[config.mk]
export PLATFORM = sky130hd
export DESIGN_NAME = door_motor_ramp_controller_unit
export DESIGN_NICKNAME = d
export VERILOG_FILES = /design/src/design/dmrc_pkg.sv /design/src/design/dmrc_cfg_regs.sv /design/src/design/dmrc_in_reg.sv /design/src/design/dmrc_seq.sv /design/src/design/dmrc_out_reg.sv /design/src/design/door_motor_ramp_controller_unit.sv
export SDC_FILE = /design/constraint.sdc
export NUM_CORES = 1
export LEC_CHECK = 0
export BUFFER_PORTS_ARGS = -buffer_cell sky130_fd_sc_hd__buf_2
export CORE_MARGIN = 4
export CORE_UTILIZATION = 54
export DETAILED_ROUTE_END_ITERATION = 6
export GPL_ROUTABILITY_DRIVEN = 0
export GPL_TIMING_DRIVEN = 0
export PLACE_DENSITY_LB_ADDON = 0.2
export RECOVER_POWER = 50
export SYNTH_ARGS = -nofsm -noshare
export SYNTH_HDL_FRONTEND = slang
export SYNTH_HIERARCHICAL = 1
export SYNTH_SLANG_ARGS = --single-unit
[constraint.sdc]
create_clock -name clk -period 15.1 [get_ports clk]
set_input_delay 3.02 -clock clk [delete_from_list [all_inputs] [get_ports clk]]
set_output_delay 3.02 -clock clk [all_outputs]
set_load 0.02 [all_outputs]
[src/design/dmrc_pkg.sv]
// ----------------------------------------------------------------------------
// dmrc_pkg
// shared types and codes of the door motor ramp controller
// ----------------------------------------------------------------------------
package dmrc_pkg;

    // register indexes of the configuration port
    localparam logic [2:0] REG_FAST_DUTY        = 3'd0;
    localparam logic [2:0] REG_SLOW_DUTY        = 3'd1;
    localparam logic [2:0] REG_MIN_DUTY         = 3'd2;
    localparam logic [2:0] REG_RAMP_INCREMENT   = 3'd3;
    localparam logic [2:0] REG_RAMP_INTERVAL_MS = 3'd4;
    localparam logic [2:0] REG_OPEN_TIMEOUT_MS  = 3'd5;
    localparam logic [2:0] REG_CLOSE_TIMEOUT_MS = 3'd6;
    localparam logic [2:0] REG_STALL_TIMEOUT_MS = 3'd7;

    // register reset values
    localparam logic [7:0]  RST_FAST_DUTY        = 8'd200;
    localparam logic [7:0]  RST_SLOW_DUTY        = 8'd80;
    localparam logic [7:0]  RST_MIN_DUTY         = 8'd30;
    localparam logic [7:0]  RST_RAMP_INCREMENT   = 8'd5;
    localparam logic [15:0] RST_RAMP_INTERVAL_MS = 16'd20;
    localparam logic [31:0] RST_OPEN_TIMEOUT_MS  = 32'd10000;
    localparam logic [31:0] RST_CLOSE_TIMEOUT_MS = 32'd10000;
    localparam logic [15:0] RST_STALL_TIMEOUT_MS = 16'd500;

    typedef enum logic [1:0] {
        OP_POLL  = 2'd0,
        OP_OPEN  = 2'd1,
        OP_CLOSE = 2'd2,
        OP_STOP  = 2'd3
    } opcode_t;

    typedef enum logic [1:0] {
        MOTION_IDLE       = 2'd0,
        MOTION_OPEN       = 2'd1,
        MOTION_CLOSE_SLOW = 2'd2,
        MOTION_CLOSE_FAST = 2'd3
    } motion_t;

    typedef enum logic [2:0] {
        REASON_NONE          = 3'd0,
        REASON_STALL         = 3'd1,
        REASON_OPEN_TIMEOUT  = 3'd2,
        REASON_CLOSE_TIMEOUT = 3'd3,
        REASON_OPEN_LIMIT    = 3'd4,
        REASON_CLOSED_LIMIT  = 3'd5,
        REASON_STOP_CMD      = 3'd6
    } reason_t;

    typedef struct packed {
        logic [7:0]  fast_duty;
        logic [7:0]  slow_duty;
        logic [7:0]  min_duty;
        logic [7:0]  ramp_increment;
        logic [15:0] ramp_interval_ms;
        logic [31:0] open_timeout_ms;
        logic [31:0] close_timeout_ms;
        logic [15:0] stall_timeout_ms;
    } cfg_t;

    typedef struct packed {
        opcode_t     opcode;
        logic [31:0] now_ms;
        logic [7:0]  new_pulses;
        logic        open_limit;
        logic        closed_limit;
    } item_t;

    typedef struct packed {
        logic [7:0] duty;
        logic       dir_open;
        motion_t    motion;
        reason_t    stop_reason;
        logic       rejected;
    } result_t;

endpackage

[src/design/dmrc_cfg_regs.sv]
// ----------------------------------------------------------------------------
// dmrc_cfg_regs
// configuration register file, written through a plain write port
// ----------------------------------------------------------------------------
module dmrc_cfg_regs
(
    input  logic                clk,
    input  logic                rst_n,
    input  logic                cfg_we,
    input  logic [2:0]          cfg_index,
    input  logic [31:0]         cfg_wdata,
    output dmrc_pkg::cfg_t      cfg
);

    dmrc_pkg::cfg_t cfg_reg;
    dmrc_pkg::cfg_t cfg_next;

    always_comb
    begin
        cfg_next = cfg_reg;
        if (cfg_we)
        begin
            unique case (cfg_index)
                dmrc_pkg::REG_FAST_DUTY:        cfg_next.fast_duty        = cfg_wdata[7:0];
                dmrc_pkg::REG_SLOW_DUTY:        cfg_next.slow_duty        = cfg_wdata[7:0];
                dmrc_pkg::REG_MIN_DUTY:         cfg_next.min_duty         = cfg_wdata[7:0];
                dmrc_pkg::REG_RAMP_INCREMENT:   cfg_next.ramp_increment   = cfg_wdata[7:0];
                dmrc_pkg::REG_RAMP_INTERVAL_MS: cfg_next.ramp_interval_ms = cfg_wdata[15:0];
                dmrc_pkg::REG_OPEN_TIMEOUT_MS:  cfg_next.open_timeout_ms  = cfg_wdata;
                dmrc_pkg::REG_CLOSE_TIMEOUT_MS: cfg_next.close_timeout_ms = cfg_wdata;
                dmrc_pkg::REG_STALL_TIMEOUT_MS: cfg_next.stall_timeout_ms = cfg_wdata[15:0];
            endcase
        end
    end

    always_ff @(posedge clk or negedge rst_n)
    begin
        if (!rst_n)
        begin
            cfg_reg.fast_duty        <= dmrc_pkg::RST_FAST_DUTY;
            cfg_reg.slow_duty        <= dmrc_pkg::RST_SLOW_DUTY;
            cfg_reg.min_duty         <= dmrc_pkg::RST_MIN_DUTY;
            cfg_reg.ramp_increment   <= dmrc_pkg::RST_RAMP_INCREMENT;
            cfg_reg.ramp_interval_ms <= dmrc_pkg::RST_RAMP_INTERVAL_MS;
            cfg_reg.open_timeout_ms  <= dmrc_pkg::RST_OPEN_TIMEOUT_MS;
            cfg_reg.close_timeout_ms <= dmrc_pkg::RST_CLOSE_TIMEOUT_MS;
            cfg_reg.stall_timeout_ms <= dmrc_pkg::RST_STALL_TIMEOUT_MS;
        end
        else
        begin
            cfg_reg <= cfg_next;
        end
    end

    assign cfg = cfg_reg;

endmodule

[src/design/dmrc_in_reg.sv]
// ----------------------------------------------------------------------------
// dmrc_in_reg
// input register; holds one item while the result side is stalled
// ----------------------------------------------------------------------------
module dmrc_in_reg
(
    input  logic                clk,
    input  logic                rst_n,
    input  logic                in_valid,
    output logic                in_stall,
    input  dmrc_pkg::item_t     item_in,
    output logic                item_valid,
    input  logic                item_take,
    output dmrc_pkg::item_t     item
);

    logic            valid_reg;
    logic            valid_next;
    dmrc_pkg::item_t item_reg;

    // the register can load when empty or when its item moves on this cycle
    assign in_stall   = valid_reg && !item_take;
    assign valid_next = in_valid ? 1'b1 : (valid_reg && !item_take);

    always_ff @(posedge clk or negedge rst_n)
    begin
        if (!rst_n)
        begin
            valid_reg <= 1'b0;
        end
        else
        begin
            valid_reg <= valid_next;
        end
    end

    always_ff @(posedge clk)
    begin
        if (in_valid && !in_stall)
        begin
            item_reg <= item_in;
        end
    end

    assign item_valid = valid_reg;
    assign item       = item_reg;

endmodule

[src/design/dmrc_seq.sv]
// ----------------------------------------------------------------------------
// dmrc_seq
// motion sequencer: state registers and the single-pass update per item
// ----------------------------------------------------------------------------
module dmrc_seq
(
    input  logic                clk,
    input  logic                rst_n,
    input  logic                fire,
    input  dmrc_pkg::item_t     item,
    input  dmrc_pkg::cfg_t      cfg,
    output dmrc_pkg::result_t   result
);

    dmrc_pkg::motion_t motion_reg, motion_next;
    logic [7:0]        cur_reg, cur_next;
    logic [7:0]        tgt_reg, tgt_next;
    logic              dir_reg, dir_next;
    logic [31:0]       step_time_reg, step_time_next;
    logic [31:0]       start_time_reg, start_time_next;
    logic [31:0]       pulse_time_reg, pulse_time_next;
    logic              pending_reg, pending_next;

    logic              opening;
    logic              pulse_hit;
    logic [31:0]       pulse_time_eff;
    logic [31:0]       since_pulse;
    logic [31:0]       since_start;
    logic [31:0]       since_step;
    logic              stall_hit;
    logic              timeout_hit;
    logic              limit_hit;
    logic              step_due;
    logic [8:0]        up_sum;
    logic [7:0]        up_val;
    logic [7:0]        down_val;
    logic [7:0]        ramp_val;
    logic [7:0]        ramp_duty;
    logic [7:0]        stepped_duty;
    dmrc_pkg::reason_t reason;
    logic              rej;

    assign opening        = (motion_reg == dmrc_pkg::MOTION_OPEN);
    assign pulse_hit      = (item.new_pulses != 8'd0) || pending_reg;
    assign pulse_time_eff = pulse_hit ? item.now_ms : pulse_time_reg;
    assign since_pulse    = item.now_ms - pulse_time_eff;
    assign since_start    = item.now_ms - start_time_reg;
    assign since_step     = item.now_ms - step_time_reg;
    assign stall_hit      = since_pulse > {16'd0, cfg.stall_timeout_ms};
    assign timeout_hit    = opening ? (since_start > cfg.open_timeout_ms)
                                    : (since_start > cfg.close_timeout_ms);
    assign limit_hit      = opening ? item.open_limit : item.closed_limit;
    assign step_due       = since_step >= {16'd0, cfg.ramp_interval_ms};

    // one ramp step toward the target, clamped at the target
    assign up_sum   = {1'b0, cur_reg} + {1'b0, cfg.ramp_increment};
    assign up_val   = (up_sum > {1'b0, tgt_reg}) ? tgt_reg : up_sum[7:0];
    assign down_val = (cfg.ramp_increment >= cur_reg) ? 8'd0 : (cur_reg - cfg.ramp_increment);
    assign ramp_val = (cur_reg < tgt_reg) ? up_val
                                          : ((down_val < tgt_reg) ? tgt_reg : down_val);
    // nonzero duty below the floor is raised to it
    assign ramp_duty = ((ramp_val != 8'd0) && (ramp_val < cfg.min_duty)) ? cfg.min_duty
                                                                        : ramp_val;
    assign stepped_duty = (step_due && (cur_reg != tgt_reg)) ? ramp_duty : cur_reg;

    always_comb
    begin
        motion_next     = motion_reg;
        cur_next        = cur_reg;
        tgt_next        = tgt_reg;
        dir_next        = dir_reg;
        step_time_next  = step_time_reg;
        start_time_next = start_time_reg;
        pulse_time_next = pulse_time_reg;
        pending_next    = pending_reg;
        reason          = dmrc_pkg::REASON_NONE;
        rej             = 1'b0;

        unique case (item.opcode)
            dmrc_pkg::OP_POLL:
            begin
                if (motion_reg != dmrc_pkg::MOTION_IDLE)
                begin
                    pulse_time_next = pulse_time_eff;
                    pending_next    = 1'b0;
                    if (stall_hit)
                        reason = dmrc_pkg::REASON_STALL;
                    else if (timeout_hit)
                        reason = opening ? dmrc_pkg::REASON_OPEN_TIMEOUT
                                         : dmrc_pkg::REASON_CLOSE_TIMEOUT;
                    else if (limit_hit)
                        reason = opening ? dmrc_pkg::REASON_OPEN_LIMIT
                                         : dmrc_pkg::REASON_CLOSED_LIMIT;

                    if (reason != dmrc_pkg::REASON_NONE)
                    begin
                        motion_next = dmrc_pkg::MOTION_IDLE;
                        cur_next    = 8'd0;
                        tgt_next    = 8'd0;
                    end
                    else
                    begin
                        if (step_due)
                            step_time_next = item.now_ms;
                        cur_next = stepped_duty;
                        // slow closing hands over to fast once slow duty is reached
                        if ((motion_reg == dmrc_pkg::MOTION_CLOSE_SLOW) &&
                            (stepped_duty >= cfg.slow_duty))
                        begin
                            tgt_next    = cfg.fast_duty;
                            motion_next = dmrc_pkg::MOTION_CLOSE_FAST;
                        end
                    end
                end
            end
            dmrc_pkg::OP_STOP:
            begin
                motion_next  = dmrc_pkg::MOTION_IDLE;
                cur_next     = 8'd0;
                tgt_next     = 8'd0;
                pending_next = 1'b0;
                reason       = dmrc_pkg::REASON_STOP_CMD;
            end
            dmrc_pkg::OP_OPEN, dmrc_pkg::OP_CLOSE:
            begin
                if (motion_reg != dmrc_pkg::MOTION_IDLE)
                begin
                    rej = 1'b1;
                    if (item.new_pulses != 8'd0)
                        pending_next = 1'b1;
                end
                else
                begin
                    pulse_time_next = item.now_ms;
                    start_time_next = item.now_ms;
                    step_time_next  = item.now_ms;
                    cur_next        = 8'd0;
                    pending_next    = 1'b0;
                    if (item.opcode == dmrc_pkg::OP_OPEN)
                    begin
                        dir_next    = 1'b1;
                        tgt_next    = cfg.fast_duty;
                        motion_next = dmrc_pkg::MOTION_OPEN;
                    end
                    else
                    begin
                        dir_next    = 1'b0;
                        tgt_next    = cfg.slow_duty;
                        motion_next = dmrc_pkg::MOTION_CLOSE_SLOW;
                    end
                end
            end
        endcase
    end

    always_ff @(posedge clk or negedge rst_n)
    begin
        if (!rst_n)
        begin
            motion_reg     <= dmrc_pkg::MOTION_IDLE;
            cur_reg        <= 8'd0;
            tgt_reg        <= 8'd0;
            dir_reg        <= 1'b0;
            step_time_reg  <= 32'd0;
            start_time_reg <= 32'd0;
            pulse_time_reg <= 32'd0;
            pending_reg    <= 1'b0;
        end
        else if (fire)
        begin
            motion_reg     <= motion_next;
            cur_reg        <= cur_next;
            tgt_reg        <= tgt_next;
            dir_reg        <= dir_next;
            step_time_reg  <= step_time_next;
            start_time_reg <= start_time_next;
            pulse_time_reg <= pulse_time_next;
            pending_reg    <= pending_next;
        end
    end

    assign result.duty        = cur_next;
    assign result.dir_open    = dir_next;
    assign result.motion      = motion_next;
    assign result.stop_reason = reason;
    assign result.rejected    = rej;

endmodule

[src/design/dmrc_out_reg.sv]
// ----------------------------------------------------------------------------
// dmrc_out_reg
// result register toward the downstream side
// ----------------------------------------------------------------------------
module dmrc_out_reg
(
    input  logic                clk,
    input  logic                rst_n,
    input  logic                load,
    input  dmrc_pkg::result_t   result_in,
    output logic                can_load,
    output logic                out_valid,
    input  logic                out_stall,
    output dmrc_pkg::result_t   result
);

    logic              valid_reg;
    logic              valid_next;
    dmrc_pkg::result_t result_reg;

    assign can_load   = !valid_reg || !out_stall;
    assign valid_next = load ? 1'b1 : (valid_reg && out_stall);

    always_ff @(posedge clk or negedge rst_n)
    begin
        if (!rst_n)
        begin
            valid_reg <= 1'b0;
        end
        else
        begin
            valid_reg <= valid_next;
        end
    end

    always_ff @(posedge clk)
    begin
        if (load)
        begin
            result_reg <= result_in;
        end
    end

    assign out_valid = valid_reg;
    assign result    = result_reg;

endmodule

[src/design/door_motor_ramp_controller_unit.sv]
// ----------------------------------------------------------------------------
// door_motor_ramp_controller_unit
// soft-start pwm door motor sequencer with stall, timeout and limit stops
// ----------------------------------------------------------------------------
// Takes one item per clock cycle while nothing stalls and gives exactly one
// result item for each, via the input register and the sequencer into the
// result register. The rate is set by the sequencer state loop, which does
// one compare-and-step pass over the motion state, duty and timers per item.
// Input and result registers both hold an item, so the input side keeps
// taking items while a result waits on out_stall, and stalls only once both
// are full. Configuration is written through cfg_we / cfg_index / cfg_wdata;
// the user must do so only while the block is idle, which is not enforced.
module door_motor_ramp_controller_unit
(
    input  logic        clk,
    input  logic        rst_n,

    // configuration write port
    input  logic        cfg_we,
    input  logic [2:0]  cfg_index,
    input  logic [31:0] cfg_wdata,

    // input channel
    input  logic        in_valid,
    output logic        in_stall,
    input  logic [1:0]  opcode,
    input  logic [31:0] now_ms,
    input  logic [7:0]  new_pulses,
    input  logic        open_limit,
    input  logic        closed_limit,

    // result channel
    output logic        out_valid,
    input  logic        out_stall,
    output logic [7:0]  duty,
    output logic        dir_open,
    output logic [1:0]  motion,
    output logic [2:0]  stop_reason,
    output logic        rejected
);

    dmrc_pkg::cfg_t    cfg;
    dmrc_pkg::item_t   item_in;
    dmrc_pkg::item_t   item;
    dmrc_pkg::result_t seq_result;
    dmrc_pkg::result_t result;
    logic              item_valid;
    logic              can_load;
    logic              fire;

    // pack the input item fields
    assign item_in.opcode       = dmrc_pkg::opcode_t'(opcode);
    assign item_in.now_ms       = now_ms;
    assign item_in.new_pulses   = new_pulses;
    assign item_in.open_limit   = open_limit;
    assign item_in.closed_limit = closed_limit;

    // an item moves from the input register into the sequencer when the
    // result register is free or drains in the same cycle
    assign fire = item_valid && can_load;

    dmrc_cfg_regs u_cfg
    (
        .clk       (clk),
        .rst_n     (rst_n),
        .cfg_we    (cfg_we),
        .cfg_index (cfg_index),
        .cfg_wdata (cfg_wdata),
        .cfg       (cfg)
    );

    dmrc_in_reg u_in
    (
        .clk        (clk),
        .rst_n      (rst_n),
        .in_valid   (in_valid),
        .in_stall   (in_stall),
        .item_in    (item_in),
        .item_valid (item_valid),
        .item_take  (fire),
        .item       (item)
    );

    // state update and result for the item in the input register
    dmrc_seq u_seq
    (
        .clk    (clk),
        .rst_n  (rst_n),
        .fire   (fire),
        .item   (item),
        .cfg    (cfg),
        .result (seq_result)
    );

    dmrc_out_reg u_out
    (
        .clk       (clk),
        .rst_n     (rst_n),
        .load      (fire),
        .result_in (seq_result),
        .can_load  (can_load),
        .out_valid (out_valid),
        .out_stall (out_stall),
        .result    (result)
    );

    // unpack the result item fields
    assign duty        = result.duty;
    assign dir_open    = result.dir_open;
    assign motion      = result.motion;
    assign stop_reason = result.stop_reason;
    assign rejected    = result.rejected;

endmodule
==> results.yml <==
placed_design:
  hpwl_um: 45500
  io_buffers: 96
sta:
  worstMarginPinSlew_ps: 6860
  fin_setup_tns_ps: 0
  timing.fmax_mhz: 110
  slew_headroom_pct: -357
  whs_ps: 484
  hold_viol: 0
  layout_min_cycle_time_ps: 9130
  slew_violations: 137
  rsz0062_at_grt: "false"
  setup_viol: 0
  period_share_pct: 60.5
  fin_skew_ps: 16.5
finish:
  nNetsFinal: 2765
  drive_above_1_share_pct: 15.8
  area_growth_pct: 10.1
  regArea_sq_mm: 0.00796
  multi_input_area_sq_mm: 0.0130
  num-fill-cells: 3451
  n_antenna_cell: 0
  largest_reg_flops: 128
worst_hold_path:
  hold_end: "u_seq/pulse_time_reg[0]"
  worstHoldStart: "u_seq/pulse_time_reg[0]"
  whs_path_depth: 2
  hold_class: "reg -> reg"
flow_run:
  maxCapViolCount: 2
grt:
  grt_pass1_vias: 18429
  antenna_found_initial: 0
  track_usage_pct: 26.2
  grt-ovfl-total: 0
  grt_max_degree: 128
  grt_pass1_wl_um: 95000
detailed_routing:
  drt_wl_total_um: 59100
  firstDrtPassIters: 5
  via_per_inst: 6.14
  vias: 18348
  route.detailed.wl_per_inst_um: 19.8
  drc_errors: 0
  ant_nets: 0
  drt_iter0_drc: 1410
power_and_ir_drop:
  power_mw: 4.79
  vdd_ir_drop_max_uv: 121
  leakagePower_nw: 11.4
  powerDensity_mw_per_mm2: 195
setup_path:
  cp-startpoint: "u_seq/cur_reg[3]"
  r2r_start: "u_seq/cur_reg[3]"
  startpoint_type: "flop"
  critPathMaxFanout: 10
  cp-end-kind: "flop"
  crit_type: "reg -> reg"
  ff2ff_setup_slack_ps: 5970
  rr_worst_depth: 33
  reg2reg_to: "u_seq/tgt_reg[0]"
  cpPeakStageDelay_ps: 790
  crit_slowest_cell: "nor3_2"
  required_ps: 15530
  critPathArrivalTime_ps: 9560
yosys:
  async_flop_share_pct: 80.7
  ys_seq_area_share_pct: 35.8
  synth_cells: 2293
  synth.avg_cell_area_sq_um: 9.71
  synth_nets: 2629
  yosys_warnings: 6
  synth_ff_type: "dfrtp_1"
  yosysUniqueCellTypes: 92
  synth_area_sq_mm: 0.0223
  ys_seq_elements: 305
  synth_edf_count: 59
die:
  die_w_um: 211
  start_util_pct: 54.6
  rows: 74
  die_area_sq_mm: 0.0446
  ios: 101
  fp.dieH_um: 211
  coreArea_sq_mm: 0.0408
run_status:
  violations: "capacitance limit, slew limit"
  status: "complete, but fails checks"
clocking:
  hold_buffers: 0
  clk_pin_slew_ps: 60
  cts_made_buffers: 36
  post_cts_buffers: 0
  post_cts_resized: 0
  clock_path_buffers: 3
  clkSinkCount: 305
  worstSkewPairLatency_ps: 550
  cts_root_buffer: "clkbuf_16"
  ctsHtreeMaxLevel: 2
  cts_tree: "built"
worst max-delay path: cells and delay by family (launching register included):
| kind | cells | cell delay, ps |
|---|---|---|
| buffers and inverters | 2 | 650 |
| adders and majority gates | 4 | 1250 |
| DFF | 1 | 480 |
| AOI/OAI and AO/OA | 18 | 4210 |
| muxes | 2 | 790 |
| and+or+nand+nor | 6 | 1410 |
| xor gates and xnor gates | 1 | 240 |
area by class of cell:
type,count,area share (%)
Multi-Input combinational cell,1676,53.0
Sequential cell,305,32.5
Clock buffer,53,4.23
Inverter,223,3.41
Tap cell,532,2.71
Timing Repair Buffer,98,2.08
Buffer,89,1.65
Clock inverter,13,0.454
layer usage:
metal  global-route usage [%]  routed length (um)  vias to the layer above
met1                     34.5               25400                     8912
met5                        0                   0                        -
met4                     10.1                2340                        0
met2                     43.7               27900                      584
li1                         -                   -                     8703
met3                     4.14                3550                      149
cells by family (layout without fill, tap and decap cells):
logic type	count (synthesis)	after routing	share of synthesized area [%]
flops	305	305	35.8
mux	219	219	11.0
simple gates	533	533	12.6
compound gates	601	601	17.9
buf+inv	312	476	5.65
xor+xnor	71	71	2.79
fa+ha+maj	252	252	14.3
report_power, final:
part | internal, mW | switching (mW) | total [mW]
sequential | 1.09 | 0.140 | 1.23
combinational | 1.16 | 1.55 | 2.71
clock | 0.498 | 0.357 | 0.855
through the flow:
stage	utilization, %	std cells	area (sq um)	setup slack, ps
after floorplan	-	2293	22300	7660
after global placement	57.4	2921	23400	6400
after detailed placement	57.5	2923	23500	6210
after CTS	60.3	2989	24600	6160
after global routing	60.1	2989	24500	4480
final	60.1	2989	24500	5970
how the worst max path moves through the flow:
stage	endpoint	cells past startpoint
after floorplan	u_seq/tgt_reg[0]	35
after global placement	u_seq/tgt_reg[0]	34
after detailed placement	u_seq/tgt_reg[0]	34
after CTS	u_seq/tgt_reg[0]	34
after global routing	u_seq/start_time_reg[19]	2
final	u_seq/tgt_reg[0]	33
cells in the mapped netlist (7+ instances only):
library cell | count | area (sq um)
clkbuf_1 | 55 | 206
o21bai_1 | 8 | 60.1
nor4_1 | 13 | 81.3
o21ai_0 | 113 | 566
and2_1 | 14 | 87.6
nand2_1 | 121 | 454
xnor2_1 | 42 | 368
o211ai_1 | 24 | 180
mux2_4 | 10 | 150
or3_1 | 12 | 75.1
edfxtp_1 | 59 | 1770
a22oi_1 | 8 | 60.1
a21oi_1 | 162 | 811
or2_2 | 13 | 81.3
o221ai_1 | 7 | 61.3
buf_2 | 16 | 80.1
and4_1 | 7 | 61.3
mux2i_1 | 50 | 500
o22ai_1 | 17 | 106
dfrtp_1 | 217 | 5430
o2111ai_1 | 8 | 70.1
xor2_1 | 29 | 254
nor2b_1 | 18 | 113
nor3_1 | 21 | 105
a211o_1 | 9 | 78.8
a211oi_1 | 22 | 165
dfstp_2 | 29 | 762
nand4b_1 | 8 | 70.1
nor2_1 | 102 | 383
o311ai_1 | 7 | 61.3
nand4_1 | 35 | 219
o311ai_0 | 26 | 228
nand2b_1 | 25 | 156
ha_1 | 247 | 3090
a31oi_1 | 13 | 81.3
inv_1 | 222 | 833
nand3_1 | 64 | 320
o21a_1 | 32 | 240
mux2_2 | 159 | 1790
and3_1 | 47 | 294
a21o_1 | 64 | 480
placed cells by master, fill, tap and decap left out, types with 8 or more instances in the layout:
cell / n
nor2b_1: 18
buf_2: 102
edfxtp_1: 59
o22ai_1: 17
mux2_1: 10
a211oi_1: 22
nor3_1: 21
o2111ai_1: 8
a22oi_1: 8
and2_1: 12
or2_2: 13
dfrtp_1: 217
a211o_1: 9
o21bai_1: 8
nand4b_1: 8
nor4_1: 13
nor2_1: 102
nand4_1: 36
and3_1: 47
o211ai_1: 24
a31oi_1: 13
xnor2_1: 42
mux2i_1: 50
o21a_1: 32
a21o_1: 64
mux2_2: 158
xor2_1: 29
inv_1: 222
o21ai_0: 113
ha_1: 247
or3_1: 12
o311ai_0: 26
a21oi_1: 162
clkbuf_16: 38
clkbuf_1: 79
dfstp_2: 29
nand3_1: 64
nand2b_1: 25
nand2_1: 121
Power figures use the tool's default switching activity.
